==> config.mk <==
export PLATFORM = sky130hd
export DESIGN_NAME = heartbeat_pulse_detector
export DESIGN_NICKNAME = d
export VERILOG_FILES = /design/src/rtl/core/hbpd_pkg.sv /design/src/rtl/core/heartbeat_pulse_detector.sv /design/src/rtl/core/hbpd_hist_mem.sv /design/src/rtl/core/hbpd_bpm_div.sv
export SDC_FILE = /design/constraint.sdc
export NUM_CORES = 1
export LEC_CHECK = 0
export ABC_AREA = 0
export BUFFER_PORTS_ARGS = -buffer_cell sky130_fd_sc_hd__buf_2
export CORE_UTILIZATION = 56
export CTS_CLUSTER_SIZE = 28
export DETAILED_ROUTE_END_ITERATION = 8
export PLACE_DENSITY = 0.73
export RECOVER_POWER = 50
export SYNTH_ARGS = -nofsm -noshare
export SYNTH_HDL_FRONTEND = slang
export SYNTH_HIERARCHICAL = 1
export SYNTH_SLANG_ARGS = --single-unit
==> constraint.sdc <==
create_clock -name i_clk -period 18.02 [get_ports i_clk]
set_clock_uncertainty 0.05 [all_clocks]
set_input_delay 0 -clock i_clk [delete_from_list [all_inputs] [get_ports i_clk]]
set_output_delay 0 -clock i_clk [all_outputs]
set_load 0.01 [all_outputs]
==> src/rtl/core/hbpd_pkg.sv <==
// ----------------------------------------------------------------------------
// hbpd_pkg
// Shared widths, limits, reset values and types of the heartbeat pulse
// detector.
// ----------------------------------------------------------------------------
package hbpd_pkg;

    // time and rate fields
    localparam int ELAPSED_W    = 14;
    localparam int ELAPSED_MAX  = (2 ** ELAPSED_W) - 1;
    localparam int INTERVAL_W   = 13;
    localparam int INTERVAL_MAX = (2 ** INTERVAL_W) - 1;
    localparam int BPM_W        = 10;
    localparam int BPM_MAX      = (2 ** BPM_W) - 1;
    localparam int THR_OUT_W    = 10;
    localparam int MS_PER_MIN   = 60000;

    // register widths
    localparam int PERIOD_W  = 4;
    localparam int REFR_W    = 12;
    localparam int TIMEOUT_W = 13;
    localparam int BASE_W    = 10;
    localparam int CFG_AW    = 2;
    localparam int CFG_DW    = 13;

    typedef enum logic [CFG_AW-1:0] {
        CFG_SAMPLE_PERIOD = 2'd0,
        CFG_REFRACTORY    = 2'd1,
        CFG_TIMEOUT       = 2'd2,
        CFG_BASELINE      = 2'd3
    } t_cfg_idx;

    localparam logic [PERIOD_W-1:0]  PERIOD_RST  = 4'd2;
    localparam logic [REFR_W-1:0]    REFR_RST    = 12'd250;
    localparam logic [TIMEOUT_W-1:0] TIMEOUT_RST = 13'd2500;
    localparam logic [BASE_W-1:0]    BASE_RST    = 10'd512;

    localparam int LAST_INTERVAL_INIT = 600;
    localparam logic [INTERVAL_W-1:0] LAST_INTERVAL_RST = INTERVAL_W'(LAST_INTERVAL_INIT);

    // x/5 as (x * RECIP5) >> RECIP5_SHIFT, exact for x below 2^14
    localparam int RECIP_W      = 16;
    localparam int RECIP5       = 52429;
    localparam int RECIP5_SHIFT = 18;
    localparam logic [INTERVAL_W-1:0] DICROTIC_RST = INTERVAL_W'((LAST_INTERVAL_INIT / 5) * 3);

    typedef struct packed {
        logic             done;
        logic [BPM_W-1:0] bpm;
    } t_div_res;

endpackage

==> src/rtl/core/heartbeat_pulse_detector.sv <==
// ----------------------------------------------------------------------------
// heartbeat_pulse_detector
// Pulse-sensor beat detector and BPM meter, one result beat per sample.
// ----------------------------------------------------------------------------
// One sample is taken at a time. A beat that updates BPM also passes
// through the bit-serial divider, which the BPM saturation check can cut
// short; the second beat after start-up or timeout first seeds the interval
// history memory one entry per cycle. The next sample is taken while the
// previous result still waits at the output register.
// ----------------------------------------------------------------------------
module heartbeat_pulse_detector #(
    parameter int HISTORY_DEPTH = 10,
    parameter int SAMPLE_BITS   = 10
) (
    input  logic                              i_clk,
    input  logic                              i_rst_n,
    input  logic                              i_cfg_we,
    input  logic [hbpd_pkg::CFG_AW-1:0]       i_cfg_idx,
    input  logic [hbpd_pkg::CFG_DW-1:0]       i_cfg_data,
    input  logic                              i_in_valid,
    output logic                              o_in_stall,
    input  logic [SAMPLE_BITS-1:0]            i_sample,
    output logic                              o_out_valid,
    input  logic                              i_out_stall,
    output logic                              o_beat_found,
    output logic [hbpd_pkg::BPM_W-1:0]        o_bpm,
    output logic [hbpd_pkg::INTERVAL_W-1:0]   o_interval_ms,
    output logic                              o_pulse_high,
    output logic [hbpd_pkg::THR_OUT_W-1:0]    o_level_threshold
);

    import hbpd_pkg::*;

    localparam int LVL_W    = SAMPLE_BITS;
    localparam int HIST_AW  = $clog2(HISTORY_DEPTH);
    localparam int SUM_W    = INTERVAL_W + $clog2(HISTORY_DEPTH + 1);
    localparam int DIVIDEND = MS_PER_MIN * HISTORY_DEPTH;
    localparam int MUL_W    = INTERVAL_W + RECIP_W;

    typedef enum logic [5:0] {
        S_IDLE    = 6'b000001,
        S_EVAL    = 6'b000010,
        S_SEED    = 6'b000100,
        S_DIVGO   = 6'b001000,
        S_DIVWAIT = 6'b010000,
        S_FIN     = 6'b100000
    } t_state;

    t_state                 r_state;

    // configuration
    logic [PERIOD_W-1:0]    r_period;
    logic [REFR_W-1:0]      r_refr;
    logic [TIMEOUT_W-1:0]   r_timeout;
    logic [BASE_W-1:0]      r_base;

    // detector state
    logic [LVL_W-1:0]       r_sample;
    logic [ELAPSED_W-1:0]   r_elapsed;
    logic [INTERVAL_W-1:0]  r_last;
    logic [INTERVAL_W-1:0]  r_dicrotic;
    logic [LVL_W-1:0]       r_peak;
    logic [LVL_W-1:0]       r_trough;
    logic [LVL_W-1:0]       r_thr;
    logic                   r_pulse;
    logic                   r_first;
    logic                   r_second;
    logic                   r_found;
    logic [BPM_W-1:0]       r_bpm;
    logic [SUM_W-1:0]       r_sum;
    logic [HIST_AW-1:0]     r_ptr;
    logic [HIST_AW-1:0]     r_seed_cnt;

    // output register
    logic                   r_out_valid;
    logic                   r_o_found;
    logic [BPM_W-1:0]       r_o_bpm;
    logic [INTERVAL_W-1:0]  r_o_interval;
    logic                   r_o_pulse;
    logic [THR_OUT_W-1:0]   r_o_thr;

    // evaluation
    logic [ELAPSED_W:0]     w_n_raw;
    logic [ELAPSED_W-1:0]   w_n;
    logic [INTERVAL_W-1:0]  w_last_new;
    logic                   w_past;
    logic                   w_below;
    logic                   w_above;
    logic                   w_beat;
    logic                   w_fall;
    logic                   w_tmo;
    logic [LVL_W-1:0]       w_trough_a;
    logic [LVL_W-1:0]       w_peak_a;
    logic signed [LVL_W+1:0] w_amp;
    logic signed [LVL_W+1:0] w_half;
    logic signed [LVL_W+1:0] w_th_raw;
    logic [LVL_W-1:0]       w_th;
    logic [LVL_W-1:0]       w_base_lvl;
    logic [MUL_W-1:0]       w_prod;
    logic [INTERVAL_W-1:0]  w_fifth;
    logic [HIST_AW-1:0]     w_ptr_nxt;

    // history memory and divider
    logic                   w_mem_we;
    logic [HIST_AW-1:0]     w_mem_waddr;
    logic [INTERVAL_W-1:0]  w_mem_wdata;
    logic [INTERVAL_W-1:0]  w_mem_rdata;
    t_div_res               w_div;

    hbpd_hist_mem #(
        .DEPTH  (HISTORY_DEPTH),
        .DATA_W (INTERVAL_W)
    ) u_hist (
        .i_clk   (i_clk),
        .i_we    (w_mem_we),
        .i_waddr (w_mem_waddr),
        .i_wdata (w_mem_wdata),
        .i_raddr (r_ptr),
        .o_rdata (w_mem_rdata)
    );

    hbpd_bpm_div #(
        .SUM_W    (SUM_W),
        .DIVIDEND (DIVIDEND)
    ) u_div (
        .i_clk   (i_clk),
        .i_rst_n (i_rst_n),
        .i_start (r_state == S_DIVGO),
        .i_sum   (r_sum),
        .o_res   (w_div)
    );

    always_comb begin
        w_n_raw    = {1'b0, r_elapsed} + (ELAPSED_W + 1)'(r_period);
        w_n        = (w_n_raw > (ELAPSED_W + 1)'(ELAPSED_MAX)) ? ELAPSED_W'(ELAPSED_MAX)
                                                                : w_n_raw[ELAPSED_W-1:0];
        w_last_new = (w_n > ELAPSED_W'(INTERVAL_MAX)) ? INTERVAL_W'(INTERVAL_MAX)
                                                      : w_n[INTERVAL_W-1:0];
        w_past     = w_n > ELAPSED_W'(r_dicrotic);
        w_below    = r_sample < r_thr;
        w_above    = r_sample > r_thr;

        w_trough_a = (w_below && w_past && (r_sample < r_trough)) ? r_sample : r_trough;
        w_peak_a   = (w_above && (r_sample > r_peak)) ? r_sample : r_peak;

        w_beat = (w_n > ELAPSED_W'(r_refr)) && w_above && !r_pulse && w_past;
        // a beat leaves the sample above threshold, so no fall on the same step
        w_fall = w_below && r_pulse;
        w_tmo  = w_n > ELAPSED_W'(r_timeout);

        // trough + (peak - trough)/2, halving towards zero
        w_amp    = $signed({2'b00, w_peak_a}) - $signed({2'b00, w_trough_a});
        w_half   = (w_amp + $signed((LVL_W + 2)'(w_amp[LVL_W+1]))) >>> 1;
        w_th_raw = w_half + $signed({2'b00, w_trough_a});
        if (w_th_raw < 0) begin
            w_th = '0;
        end else if (w_th_raw > $signed({2'b00, {LVL_W{1'b1}}})) begin
            w_th = {LVL_W{1'b1}};
        end else begin
            w_th = w_th_raw[LVL_W-1:0];
        end

        w_base_lvl = LVL_W'(r_base);

        // 3/5 of the last interval, refreshed every cycle from r_last
        w_prod  = MUL_W'(r_last) * MUL_W'(RECIP5);
        w_fifth = INTERVAL_W'(w_prod >> RECIP5_SHIFT);

        w_ptr_nxt = (r_ptr == HIST_AW'(HISTORY_DEPTH - 1)) ? '0 : r_ptr + 1'b1;

        w_mem_we    = (r_state == S_SEED)
                   || ((r_state == S_EVAL) && w_beat && !r_first && !r_second);
        w_mem_waddr = (r_state == S_SEED) ? r_seed_cnt : r_ptr;
        w_mem_wdata = (r_state == S_SEED) ? r_last : w_last_new;
    end

    always_ff @(posedge i_clk) begin
        if (!i_rst_n) begin
            r_state     <= S_IDLE;
            r_period    <= PERIOD_RST;
            r_refr      <= REFR_RST;
            r_timeout   <= TIMEOUT_RST;
            r_base      <= BASE_RST;
            r_elapsed   <= '0;
            r_last      <= LAST_INTERVAL_RST;
            r_dicrotic  <= DICROTIC_RST;
            r_peak      <= LVL_W'(BASE_RST);
            r_trough    <= LVL_W'(BASE_RST);
            r_thr       <= LVL_W'(BASE_RST);
            r_pulse     <= 1'b0;
            r_first     <= 1'b1;
            r_second    <= 1'b1;
            r_found     <= 1'b0;
            r_bpm       <= '0;
            r_sum       <= '0;
            r_ptr       <= '0;
            r_seed_cnt  <= '0;
            r_out_valid <= 1'b0;
        end else begin
            r_dicrotic <= (w_fifth << 1) + w_fifth;

            if (i_cfg_we) begin
                unique case (t_cfg_idx'(i_cfg_idx))
                    CFG_SAMPLE_PERIOD: r_period  <= i_cfg_data[PERIOD_W-1:0];
                    CFG_REFRACTORY:    r_refr    <= i_cfg_data[REFR_W-1:0];
                    CFG_TIMEOUT:       r_timeout <= i_cfg_data[TIMEOUT_W-1:0];
                    CFG_BASELINE:      r_base    <= i_cfg_data[BASE_W-1:0];
                endcase
            end

            if (r_out_valid && !i_out_stall) begin
                r_out_valid <= 1'b0;
            end

            unique case (r_state)
                S_IDLE: begin
                    if (i_in_valid) begin
                        r_state <= S_EVAL;
                    end
                end

                S_EVAL: begin
                    r_elapsed <= w_n;
                    r_trough  <= w_trough_a;
                    r_peak    <= w_peak_a;
                    r_found   <= 1'b0;
                    r_state   <= S_FIN;
                    if (w_beat) begin
                        r_pulse   <= 1'b1;
                        r_last    <= w_last_new;
                        r_elapsed <= '0;
                        if (r_first) begin
                            r_first <= 1'b0;
                        end else begin
                            r_found <= 1'b1;
                            if (r_second) begin
                                r_second   <= 1'b0;
                                r_sum      <= '0;
                                r_seed_cnt <= '0;
                                r_state    <= S_SEED;
                            end else begin
                                // running sum: drop the oldest entry, add the new one
                                r_sum   <= r_sum - SUM_W'(w_mem_rdata) + SUM_W'(w_last_new);
                                r_ptr   <= w_ptr_nxt;
                                r_state <= S_DIVGO;
                            end
                        end
                    end
                    if (w_fall) begin
                        r_pulse  <= 1'b0;
                        r_thr    <= w_th;
                        r_peak   <= w_th;
                        r_trough <= w_th;
                    end
                    // first beat ends the step before the timeout check
                    if (w_tmo && !(w_beat && r_first)) begin
                        r_thr     <= w_base_lvl;
                        r_peak    <= w_base_lvl;
                        r_trough  <= w_base_lvl;
                        r_elapsed <= '0;
                        r_first   <= 1'b1;
                        r_second  <= 1'b1;
                    end
                end

                S_SEED: begin
                    r_sum      <= r_sum + SUM_W'(r_last);
                    r_seed_cnt <= r_seed_cnt + 1'b1;
                    if (r_seed_cnt == HIST_AW'(HISTORY_DEPTH - 1)) begin
                        r_state <= S_DIVGO;
                    end
                end

                S_DIVGO: begin
                    r_state <= S_DIVWAIT;
                end

                S_DIVWAIT: begin
                    if (w_div.done) begin
                        r_bpm   <= w_div.bpm;
                        r_state <= S_FIN;
                    end
                end

                S_FIN: begin
                    if (!r_out_valid || !i_out_stall) begin
                        r_out_valid <= 1'b1;
                        r_state     <= S_IDLE;
                    end
                end

                default: r_state <= S_IDLE;
            endcase
        end
    end

    // payload registers
    always_ff @(posedge i_clk) begin
        if ((r_state == S_IDLE) && i_in_valid) begin
            r_sample <= i_sample;
        end
        if ((r_state == S_FIN) && (!r_out_valid || !i_out_stall)) begin
            r_o_found    <= r_found;
            r_o_bpm      <= r_bpm;
            r_o_interval <= r_last;
            r_o_pulse    <= r_pulse;
            r_o_thr      <= THR_OUT_W'(r_thr);
        end
    end

    assign o_in_stall        = (r_state != S_IDLE) || !i_rst_n;
    assign o_out_valid       = r_out_valid;
    assign o_beat_found      = r_o_found;
    assign o_bpm             = r_o_bpm;
    assign o_interval_ms     = r_o_interval;
    assign o_pulse_high      = r_o_pulse;
    assign o_level_threshold = r_o_thr;

endmodule

==> src/rtl/core/hbpd_hist_mem.sv <==
// ----------------------------------------------------------------------------
// hbpd_hist_mem
// Interval history store: one write port, one registered read port.
// ----------------------------------------------------------------------------
module hbpd_hist_mem #(
    parameter int DEPTH  = 10,
    parameter int DATA_W = 13
) (
    input  logic                     i_clk,
    input  logic                     i_we,
    input  logic [$clog2(DEPTH)-1:0] i_waddr,
    input  logic [DATA_W-1:0]        i_wdata,
    input  logic [$clog2(DEPTH)-1:0] i_raddr,
    output logic [DATA_W-1:0]        o_rdata
);

    logic [DATA_W-1:0] r_mem [DEPTH];
    logic [DATA_W-1:0] r_rdata;

    always_ff @(posedge i_clk) begin
        if (i_we) begin
            r_mem[i_waddr] <= i_wdata;
        end
        r_rdata <= r_mem[i_raddr];
    end

    assign o_rdata = r_rdata;

endmodule

==> src/rtl/core/hbpd_bpm_div.sv <==
// ----------------------------------------------------------------------------
// hbpd_bpm_div
// Iterative restoring divider for BPM = DIVIDEND / sum, saturated at the
// BPM limit. One quotient bit per cycle.
// ----------------------------------------------------------------------------
module hbpd_bpm_div #(
    parameter int SUM_W    = 17,
    parameter int DIVIDEND = 600000
) (
    input  logic                      i_clk,
    input  logic                      i_rst_n,
    input  logic                      i_start,
    input  logic [SUM_W-1:0]          i_sum,
    output hbpd_pkg::t_div_res        o_res
);

    import hbpd_pkg::*;

    localparam int W     = SUM_W + BPM_W;
    localparam int CNT_W = $clog2(BPM_W);

    logic [W-1:0]       r_rem;
    logic [W-1:0]       r_dsh;
    logic [BPM_W-1:0]   r_quo;
    logic [CNT_W-1:0]   r_cnt;
    logic               r_busy;
    logic               r_done;
    logic               w_sat;
    logic               w_fit;

    // quotient of 1024 or more cannot fit: clamp straight away
    assign w_sat = (i_sum == '0) || (W'(DIVIDEND) >= {i_sum, {BPM_W{1'b0}}});
    assign w_fit = (r_rem >= r_dsh);

    always_ff @(posedge i_clk) begin
        if (!i_rst_n) begin
            r_busy <= 1'b0;
            r_done <= 1'b0;
        end else begin
            r_done <= 1'b0;
            if (i_start) begin
                r_quo <= '0;
                if (w_sat) begin
                    r_quo  <= BPM_W'(BPM_MAX);
                    r_done <= 1'b1;
                end else begin
                    r_rem  <= W'(DIVIDEND);
                    r_dsh  <= W'(i_sum) << (BPM_W - 1);
                    r_cnt  <= CNT_W'(BPM_W - 1);
                    r_busy <= 1'b1;
                end
            end else if (r_busy) begin
                if (w_fit) begin
                    r_rem <= r_rem - r_dsh;
                end
                r_quo <= {r_quo[BPM_W-2:0], w_fit};
                r_dsh <= r_dsh >> 1;
                r_cnt <= r_cnt - 1'b1;
                if (r_cnt == '0) begin
                    r_busy <= 1'b0;
                    r_done <= 1'b1;
                end
            end
        end
    end

    assign o_res.done = r_done;
    assign o_res.bpm  = r_quo;

endmodule

; Word level (Yosys, flattened, before mapping)
; Memory sizes are Yosys's and may differ from the RTL's. A register that Yosys moved wholly into a read port is not among the register bits.
; Cells that the tools add are included.
[op_classes]
addsub = 12
mul = 1
magnitude_cmp = 13
eq_ne = 21
muxes = 68
bitwise = 2
n_reduce_logical = 52
[ops]
columns = op, n
row1 = $mux 27, 7
row2 = $mux 10, 13
row3 = $mux 17, 3
row4 = $mux 14, 3
row5 = $mux 4, 9
row6 = $mux 6, 6
row7 = $pmux 6 s6, 1
row8 = $add 17x13->17, 2
row9 = $pmux 17 s2, 1
row10 = $mul 13x16->29 const B, 1
row11 = $gt 14x13->1, 2
row12 = $ge 20x27->1 const A, 1
row13 = $ge 27x27->1, 1
row14 = $sub 27x27->27, 1
row15 = $mux 13, 2
row16 = $mux 1, 22
row17 = $gt 10x10->1, 2
row18 = $lt 10x10->1, 2
row19 = $reduce_and 2->1, 10
row20 = $logic_not 17->1, 1
row21 = $sub 17x13->17, 1
row22 = $reduce_and 4->1, 4
row23 = $add 14x4->15, 1
row24 = $gt 15x14->1 const B, 1
row25 = other kinds (31), 72
[totals]
register_bits = 270
ram_bits = 130
input_bits = 30
out_inout_bits = 37
elab_cells = 202
memories = 1
[memory_table]
columns = memory, words, word_bits, rd, rd_clocked_by_memory_dff, wr, line
row1 = u_hist.r_mem, 10, 13, 1, 1, 1, hbpd_hist_mem.sv:17  ; logic [DATA_W-1:0] r_mem [DEPTH];

; Logic depth before layout (Yosys ltp)
; Gate-level depths: netlist of run 1.
[depth]
ltp_word = 15
mapped_depth = 48
ltp_nobuf = 46

; Cells and area by module
; Netlist of run 1, hierarchy kept.
[by_module_without_submodules]
columns = mod, instances, cells_per_inst, area_each_um2, seq_area_each_um2
row1 = heartbeat_pulse_detector, 1, 1832, 15920.3, 4454.3
row2 = hbpd_hist_mem, 1, 294, 5457.7, 4164.0
row3 = hbpd_bpm_div, 1, 421, 4162.7, 2052.0

; Worst setup path after synthesis of run 1
; No wires, ideal clock.
[synth_path]
kind = reg2reg
start = register r_period[0]
end = register r_peak[4]
setup_ns = 0.086
arrival_time_ns = 8.764
t_required_ns = 17.884
slack_ns = 9.120
stages_incl_launch_ff = 48
n_path_buf = 3
synth_period_minus_slack_ns = 8.900
path_cell_list = dfxtp_1 > ha_1 > inv_1 > fa_1 > nor2b_1 > o21ai_0 > nand2_1 > and3_1 > nand2_1 > nor2_1 > nand3_1 > nand2_1 > ha_1 > a21o_1 > a21oi_1 > o31ai_1 > o41ai_1 > and2_1 > [... 12 more ...] > o21ai_1 > nand2_1 > nor2_1 > ha_1 > inv_1 > nor2_1 > nand2_1 > xor2_1 > ha_1 > a21o_1 > a31o_2 > a31o_1 > o211a_1 > o41ai_4 > xor2_2 > nand2_1 > buf_4 > a221oi_2
[synth_between]
elab_chain_cells = 15
elab_cells_between_ends = 24
cone_classes = add/sub (4) / order compare (6) / mux (6) / reduce/logical (8)
[synth_rtl]
columns = item, line
row1 = from (decl), heartbeat_pulse_detector.sv:52  ; logic [PERIOD_W-1:0] r_period;
row2 = from (signal assigned), heartbeat_pulse_detector.sv:204  ; CFG_SAMPLE_PERIOD: r_period <= i_cfg_data[PERIOD_W-1:0];
row3 = $add 14x4->15 *, heartbeat_pulse_detector.sv:134  ; w_n_raw = {1'b0, r_elapsed} + (ELAPSED_W + 1)'(r_period);
row4 = $gt 15x14->1, heartbeat_pulse_detector.sv:135  ; w_n = (w_n_raw > (ELAPSED_W + 1)'(ELAPSED_MAX)) ? ELAPSED_W'(ELAPSED_MAX)
row5 = $mux 14 *, heartbeat_pulse_detector.sv:135
row6 = $gt 14x13->1, heartbeat_pulse_detector.sv:139  ; w_past = w_n > ELAPSED_W'(r_dicrotic);
row7 = $logic_and 1x1->1 (2 in series), heartbeat_pulse_detector.sv:143  ; w_trough_a = (w_below && w_past && (r_sample < r_trough)) ? r_sample : r_trough;
row8 = $mux 10, heartbeat_pulse_detector.sv:143
row9 = $sub 10x10->11, heartbeat_pulse_detector.sv:152  ; w_amp = $signed({2'b00, w_peak_a}) - $signed({2'b00, w_trough_a});
row10 = $add 11x2->12, heartbeat_pulse_detector.sv:153  ; w_half = (w_amp + $signed((LVL_W + 2)'(w_amp[LVL_W+1]))) >>> 1;
row11 = $add 11x11->12, heartbeat_pulse_detector.sv:154  ; w_th_raw = w_half + $signed({2'b00, w_trough_a});
row12 = $gt 12x11->1, heartbeat_pulse_detector.sv:157  ; end else if (w_th_raw > $signed({2'b00, {LVL_W{1'b1}}})) begin
row13 = $mux 10, heartbeat_pulse_detector.sv:157
row14 = $mux 10, heartbeat_pulse_detector.sv:155  ; if (w_th_raw < 0) begin
row15 = $mux 10, heartbeat_pulse_detector.sv:249  ; if (w_fall) begin
row16 = $mux 10 *, heartbeat_pulse_detector.sv:256  ; if (w_tmo && !(w_beat && r_first)) begin
row17 = to (signal assigned), heartbeat_pulse_detector.sv:187  ; r_peak <= LVL_W'(BASE_RST);
row18 = to (signal assigned), heartbeat_pulse_detector.sv:252  ; r_peak <= w_th;
row19 = to (signal assigned), heartbeat_pulse_detector.sv:258  ; r_peak <= w_base_lvl;
row20 = to (decl), heartbeat_pulse_detector.sv:62  ; logic [LVL_W-1:0] r_peak;
; Every way passes the cells marked *; elsewhere a longest branch is shown, timed or not.
; A chain may end at the register's enable or synchronous reset.

; Worst setup path after layout of run 1
[layout_path]
start = register r_period[0]
end = register r_trough[4]
[layout_between]
elab_chain_cells = 15
elab_cells_between_ends = 24
cone_classes = add/sub (4) / order compare (6) / mux (6) / reduce/logical (8)
[layout_rtl]
columns = item, line
row1 = $add 14x4->15 *, heartbeat_pulse_detector.sv:134
row2 = $gt 15x14->1, heartbeat_pulse_detector.sv:135
row3 = $mux 14 *, heartbeat_pulse_detector.sv:135
row4 = $gt 14x13->1, heartbeat_pulse_detector.sv:139
row5 = $logic_and 1x1->1 (2 in series), heartbeat_pulse_detector.sv:143
row6 = $mux 10, heartbeat_pulse_detector.sv:143
row7 = $sub 10x10->11, heartbeat_pulse_detector.sv:152
row8 = $add 11x2->12, heartbeat_pulse_detector.sv:153
row9 = $add 11x11->12, heartbeat_pulse_detector.sv:154
row10 = $gt 12x11->1, heartbeat_pulse_detector.sv:157
row11 = $mux 10, heartbeat_pulse_detector.sv:157
row12 = $mux 10, heartbeat_pulse_detector.sv:155
row13 = $mux 10, heartbeat_pulse_detector.sv:249
row14 = $mux 10 *, heartbeat_pulse_detector.sv:256
row15 = to (signal assigned), heartbeat_pulse_detector.sv:188  ; r_trough <= LVL_W'(BASE_RST);
row16 = to (signal assigned), heartbeat_pulse_detector.sv:253  ; r_trough <= w_th;
row17 = to (signal assigned), heartbeat_pulse_detector.sv:259  ; r_trough <= w_base_lvl;
row18 = to (decl), heartbeat_pulse_detector.sv:63  ; logic [LVL_W-1:0] r_trough;
; Marked as above.

==> results.sh, run 1 <==
export IMPL_cts_setup_buffers=0
export IMPL_power_mw=2.71
export IMPL_violations="max-capacitance violations, max-slew violations"
export IMPL_cp_arrival_ns=11.58
export IMPL_setup_violations=0
export IMPL_grt_use_met2_pct=46.8
export IMPL_ys_seq_area_share_pct=41.8
export IMPL_syn_area_per_cell_um2=10.0
export IMPL_cp_required_ns=18.40
export IMPL_cts_tree="yes"
export IMPL_clkLatencyLatePin_ns=0.57
export IMPL_slowest_stage="xor2_2"
export IMPL_crit_type="register to register"
export IMPL_clock_root_buffer="clkbuf_16"
export IMPL_clk_pin_slew_worst_paths_ns=0.06
export IMPL_antenna_found_initial=0
export IMPL_vias=19300
export IMPL_synthCells=2547
export IMPL_fin_crit_ns=11.21
export IMPL_nets=2965
export IMPL_multi_input_comb_area_mm2=0.0134
export IMPL_n_fill_cell=3610
export IMPL_top_usage_layer="met2"
export IMPL_cp_max_fo=14
export IMPL_hold_violations=0
export IMPL_yosysWarnings=6
export IMPL_reg2reg_slack_ns=6.81
export IMPL_worstReg2RegEnd="r_trough[4]$_SDFFE_PN0P_"
export IMPL_grtUsageTotal_pct=28.1
export IMPL_cts_buffers=44
export IMPL_status="complete, but fails checks"
export IMPL_cts_sinks=412
export IMPL_die_w_um=216
export IMPL_rows=77
export IMPL_slew_violations=402
export IMPL_grtUsageMet1_pct=37.4
export IMPL_drt_initial_drc_count=1639
export IMPL_grt_max_degree=94
export IMPL_grt_pass1_wl_mm=103
export IMPL_postRouteAntennaNets=0
export IMPL_cp_start_kind="register"
export IMPL_ir_worst_vdd_mv=0.107
export IMPL_critPathCaptureType="register"
export IMPL_syn_nets=2887
export IMPL_worstSetupEndpoint="r_trough[4]$_SDFFE_PN0P_"
export IMPL_wire_per_inst_um=19.8
export IMPL_die_area_mm2=0.0465
export IMPL_cts_max_path_buffers=3
export IMPL_ff_latch_area_mm2=0.0107
export IMPL_synth_cell_types=98
export IMPL_ys_flop_type="edfxtp_1"
export IMPL_io_buffers=66
export IMPL_grt_ovfl_total=0
export IMPL_die_h_um=216
export IMPL_syn2layout_area_growth_pct=9.77
export IMPL_start_util_pct=57.3
export IMPL_drc_errors=0
export IMPL_r2r_cells=44
export IMPL_min_path_type="input port to register"
export IMPL_ys_ff_latch=412
export IMPL_gp_congestion=0.955
export IMPL_met3_usage_pct=3.58
export IMPL_cap_violations=7
export IMPL_power_per_cell_area_mw_per_mm2=96.7
export IMPL_p_leak_nw=11.7
export IMPL_core_mm2=0.0446
export IMPL_slew_headroom_pct=-168
export IMPL_setup_worst_path_start="r_period[0]$_SDFFE_PN0P_"
export IMPL_placedCellCount=3134
export IMPL_io_pins=67
export IMPL_fmax_mhz=89.2
export IMPL_ctsHoldBuffers=37
export IMPL_layout_drive_gt1_share_pct=7.34
export IMPL_rr_startpoint="r_period[0]$_SDFFE_PN0P_"
export IMPL_period_share_pct=62.2
export IMPL_grt_pass1_vias=19100
export IMPL_num_antenna_cells=0
export IMPL_layoutNonFillerInstCount=3250
export IMPL_critPathMaxStageDelay_ns=0.61
export IMPL_htreeDepth=2
export IMPL_wl_mm=64.4
export IMPL_cp_common_cell="nand2_1"
export IMPL_synthArstFlopShare_pct=0
export IMPL_worst_pin_slew_ns=4.02
export IMPL_tns_ns=0
export IMPL_drt_vias_per_instance=5.94
export IMPL_rsz0062_at_grt="no"
export IMPL_hpwl_mm=46.6
export IMPL_post_cts_resized=0
export IMPL_synth_edff_count=242
export IMPL_syn_area_mm2=0.0255
export IMPL_hold_slack_ns=0.0891
export IMPL_drt_pass1_iter_count=5
## logic make-up (layout without fill, tap and decap cells)
kind of cell	count (synthesis)	in the layout	synth area share, %
AOI/OAI and AO/OA	600	600	15.8
xor gates and xnor gates	103	103	3.72
adders and majority gates	311	311	17.2
buffers and inverters	367	478	5.68
DFF	412	412	41.8
muxes	98	98	4.14
and+or+nand+nor	656	656	11.7
## worst min path at each step
stage	start	endpoint	slack, ns	cells after the start
after floorplan	i_sample[0]	r_sample[0]$_DFFE_PP_	0.05	0
after global placement	i_sample[1]	r_sample[1]$_DFFE_PP_	0.13	1
after detailed placement	i_sample[8]	r_sample[8]$_DFFE_PP_	0.13	1
after CTS	i_sample[9]	r_sample[9]$_DFFE_PP_	0.07	2
after global routing	i_sample[4]	r_sample[4]$_DFFE_PP_	0.09	2
final	i_sample[9]	r_sample[9]$_DFFE_PP_	0.09	2
## synthesized netlist by cell type (8+ instances only)
library cell	n	share of area (%)
a211oi_1	34	1.0
a21o_1	54	1.6
a21oi_1	164	3.2
a221oi_1	8	0.27
a22o_1	14	0.48
a31oi_1	32	0.78
and2_1	13	0.32
and3_1	20	0.49
clkbuf_1	69	1.0
dfxtp_1	170	13
edfxtp_1	242	28
fa_1	67	5.3
ha_1	243	12
inv_1	273	4.0
mux2_1	15	0.66
mux2_2	29	1.3
mux2i_1	51	2.0
nand2_1	236	3.5
nand2b_1	29	0.71
nand3_1	30	0.59
nand4_1	17	0.42
nor2_1	201	3.0
nor2b_1	22	0.54
nor3_1	37	0.73
nor3b_1	8	0.24
o211ai_1	24	0.71
o21a_1	11	0.32
o21ai_0	101	2.0
o21ai_1	16	0.31
o21bai_1	25	0.73
o22ai_1	19	0.47
o31ai_1	13	0.38
o31ai_2	12	0.59
or2_2	9	0.22
xnor2_1	63	2.2
xor2_1	36	1.2
## sequential cells by signal (all words and copies together), names as in the netlist, 14 cells and up
signal        count
u_div/r_dsh      26
r_elapsed        14
r_sum            17
u_div/r_rem      27
u_hist/r_mem    130
## metrics by stage
step | instance area [um^2] | util (%) | worst slack, ns
after floorplan | 25500 | - | 9.12
after global placement | 26400 | 59.2 | 7.49
after detailed placement | 26400 | 59.2 | 7.12
after CTS | 28200 | 63.2 | 7.09
after global routing | 28000 | 62.9 | 5.91
final | 28000 | 62.9 | 6.81
## critical path: cells and delay by family (launching register included)
kind / cells / cell delay [ns]
compound gates: 17 / 4.18
xor+xnor: 2 / 0.78
fa+ha+maj: 7 / 1.81
buf+inv: 3 / 0.17
flops: 1 / 0.34
mux: 1 / 0.32
simple gates: 14 / 3.34
## power breakdown
part           internal [mW]  switching (mW)  total, mW
clock network          0.517           0.373      0.889
logic                  0.278           0.502      0.780
registers               1.02          0.0210       1.04
total                   1.81           0.896       2.71
## routing by layer
layer	share of wire (%)	routed length (um)
met3	6.3	4040
met1	43	27700
met5	0	0
met2	47	30400
met4	3.4	2210
## cells in the final DEF, fill, tap and decap left out, types with 22 or more instances in the layout
cell,instances
fa_1,67
clkbuf_1,52
ha_1,243
a21o_1,54
mux2i_1,52
xor2_1,36
dfxtp_1,170
o21bai_1,25
a211oi_1,34
inv_1,272
o21ai_0,101
xnor2_1,63
nor2_1,199
nand2b_1,29
o211ai_1,25
nor2b_1,22
dlygate4sd3_1,37
nand3_1,30
a31oi_1,32
nor3_1,34
edfxtp_1,242
nand2_1,236
mux2_2,29
buf_2,28
clkbuf_16,45
a21oi_1,163
## cell type report
| type | count | area share [%] |
|---|---|---|
| Multi-Input combinational cell | 1768 | 47.8 |
| Sequential cell | 412 | 38.1 |
| Clock buffer | 58 | 4.33 |
| Inverter | 275 | 3.69 |
| Timing Repair Buffer | 124 | 2.83 |
| Tap cell | 592 | 2.64 |
| Clock inverter | 21 | 0.656 |
(Power assumes the default switching activity.)
==> run 2, diff against run 1 <==
==> constraint.sdc (replaced) <==
create_clock -name i_clk -period 10.67 [get_ports i_clk]
set_clock_uncertainty 0.05 [all_clocks]
set_input_delay 0 -clock i_clk [delete_from_list [all_inputs] [get_ports i_clk]]
set_output_delay 0 -clock i_clk [all_outputs]
set_load 0.01 [all_outputs]
==> results.sh, run 2 (synthesis results as in run 1) <==
export IMPL_rows=77
export IMPL_gp_congestion=0.935
export IMPL_slew_violations=316
export IMPL_cp_start_kind="register"
export IMPL_wl_mm=65.4
export IMPL_io_pins=67
export IMPL_clock_root_buffer="clkbuf_16"
export IMPL_crit_family="compound AO/OA/AOI/OAI gates"
export IMPL_start_util_pct=57.3
export IMPL_cts_tree="yes"
export IMPL_layoutNonFillerInstCount=3258
export IMPL_hold_path_depth=2
export IMPL_die_w_um=216
export IMPL_die_area_mm2=0.0465
export IMPL_hold_path_startpoint="i_sample[6]"
export IMPL_hold_violations=0
export IMPL_nets=2970
export IMPL_drt_pass1_iter_count=5
export IMPL_drt_initial_drc_count=1603
export IMPL_syn2layout_area_growth_pct=10.3
export IMPL_grt_pass1_wl_mm=102
export IMPL_drt_vias_per_instance=5.89
export IMPL_cap_violations=6
export IMPL_layout_drive_gt1_share_pct=7.54
export IMPL_wire_per_inst_um=20.1
export IMPL_layout_commonest_cell="inv_1"
export IMPL_grt_pass1_vias=18900
export IMPL_grt_max_degree=94
export IMPL_rr_startpoint="r_elapsed[0]$_SDFFE_PN0P_"
export IMPL_power_per_cell_area_mw_per_mm2=166
export IMPL_placedCellCount=3139
export IMPL_grtUsageTotal_pct=28.0
export IMPL_postRouteAntennaNets=0
export IMPL_num_antenna_cells=0
export IMPL_cts_setup_buffers=0
export IMPL_fin_crit_ns=9.91
export IMPL_violations="max-capacitance violations, max-slew violations"
export IMPL_share_comb_of_total_power_pct=28.6
export IMPL_drc_errors=0
export IMPL_rsz0062_at_grt="no"
export IMPL_holdPathEnd="r_sample[6]$_DFFE_PP_"
export IMPL_cts_sinks=412
export IMPL_p_int_mw=3.15
export IMPL_slew_headroom_pct=-129
export IMPL_layout_common_cells="inv_1, ha_1, edfxtp_1"
export IMPL_clk_pin_slew_worst_paths_ns=0.06
export IMPL_fmax_mhz=101
export IMPL_cp_required_ns=11.09
export IMPL_ir_worst_vdd_mv=0.149
export IMPL_p_seq_share_pct=37.6
export IMPL_setup_violations=0
export IMPL_worstReg2RegEnd="r_peak[4]$_SDFFE_PN0P_"
export IMPL_top_register="u_hist/r_mem"
export IMPL_crit_type="register to register"
export IMPL_p_switching_mw=1.53
export IMPL_critPathMaxStageDelay_ns=0.41
export IMPL_power_mw=4.68
export IMPL_period_share_pct=92.9
export IMPL_r2r_cells=44
export IMPL_cp_num_buf_inv=3
export IMPL_hpwl_mm=47.2
export IMPL_clkLatencyLatePin_ns=0.59
export IMPL_clkPwrFrac_pct=33.8
export IMPL_reg_top3="u_hist/r_mem (130), u_div/r_rem (27), u_div/r_dsh (26)"
export IMPL_core_mm2=0.0446
export IMPL_grt_ovfl_total=0
export IMPL_largest_reg_flops=130
export IMPL_cts_buffers=45
export IMPL_hold_slack_ns=0.0929
export IMPL_cp_max_fo=13
export IMPL_cp_common_cell="nand2_1"
export IMPL_io_buffers=66
export IMPL_die_h_um=216
export IMPL_worst_pin_slew_ns=3.44
export IMPL_htreeDepth=2
export IMPL_min_path_type="input port to register"
export IMPL_cp_arrival_ns=10.34
export IMPL_tns_ns=0
export IMPL_setup_worst_path_start="r_elapsed[0]$_SDFFE_PN0P_"
export IMPL_status="complete, but fails checks"
export IMPL_vias=19200
export IMPL_reg2reg_slack_ns=0.76
export IMPL_antenna_found_initial=0
export IMPL_slowest_stage="fa_1"
export IMPL_p_leak_nw=11.8
export IMPL_cts_max_path_buffers=3
export IMPL_p_sw_share_pct=32.7
export IMPL_critPathCaptureType="register"
[run 2: power by group through the flow]
| stage | clock network, mW | logic [mW] | registers [mW] |
|---|---|---|---|
| 2_1_floorplan | 0 | 0.970 | 1.78 |
| 3_3_place_gp | 0 | 1.27 | 1.79 |
| 3_5_place_dp | 0 | 1.29 | 1.79 |
| 4_1_cts | 1.60 | 1.31 | 1.76 |
| 5_1_grt | 1.66 | 1.45 | 1.76 |
| 6_report | 1.58 | 1.34 | 1.76 |
[run 2: what timing repair did]
action | CTS | global route
setup endpoints to repair | 0 | 26
hold buffers | 36 | 0
gates resized for setup | 0 | 3
endpoints found under the hold margin | 65 | 0
[run 2: how the worst max path moves through the flow]
stage / to / slack (ns) / depth (start not counted)
2_1_floorplan: r_peak[4]$_SDFFE_PN0P_ / 1.77 / 47
3_5_place_dp: r_trough[4]$_SDFFE_PN0P_ / 0.55 / 44
3_3_place_gp: r_trough[4]$_SDFFE_PN0P_ / 0.85 / 44
5_1_grt: r_trough[4]$_SDFFE_PN0P_ / 0.01 / 44
4_1_cts: r_trough[4]$_SDFFE_PN0P_ / 0.53 / 44
6_report: r_peak[4]$_SDFFE_PN0P_ / 0.76 / 44
[run 2: final cells by class]
class	instances	area, um^2
multi-input combinational	1768	13400
tap	592	741
inverter	275	1030
sequential	412	10700
clock inverter	20	185
fill	3583	16400
timing repair buffer	128	822
clock buffer	63	1320
[run 2: layer usage]
metal,share of wire (%),GRT usage (%),vias to the layer above
met5,0,0,-
met4,3.6,11.1,0
met3,5.7,3.62,131
met2,47,46.3,583
met1,44,37.3,9289
li1,-,-,9171
[run 2: metrics by stage]
step | worst slack (ns) | instance area, um^2 | util (%)
final | 0.756 | 28200 | 63.2
after global routing | 0.0108 | 28200 | 63.2
after CTS | 0.528 | 28300 | 63.5
after detailed placement | 0.547 | 26400 | 59.3
after global placement | 0.845 | 26400 | 59.3
after floorplan | 1.77 | 25500 | -
[run 2: worst reg2reg max path: cells and delay by family (launching register included)]
family,cells,cell delay [ns]
adders and majority gates,7,1.98
buffers and inverters,3,0.22
and+or+nand+nor,14,2.69
xor gates and xnor gates,2,0.38
DFF,1,0.34
muxes,1,0.35
AOI/OAI and AO/OA,17,3.84
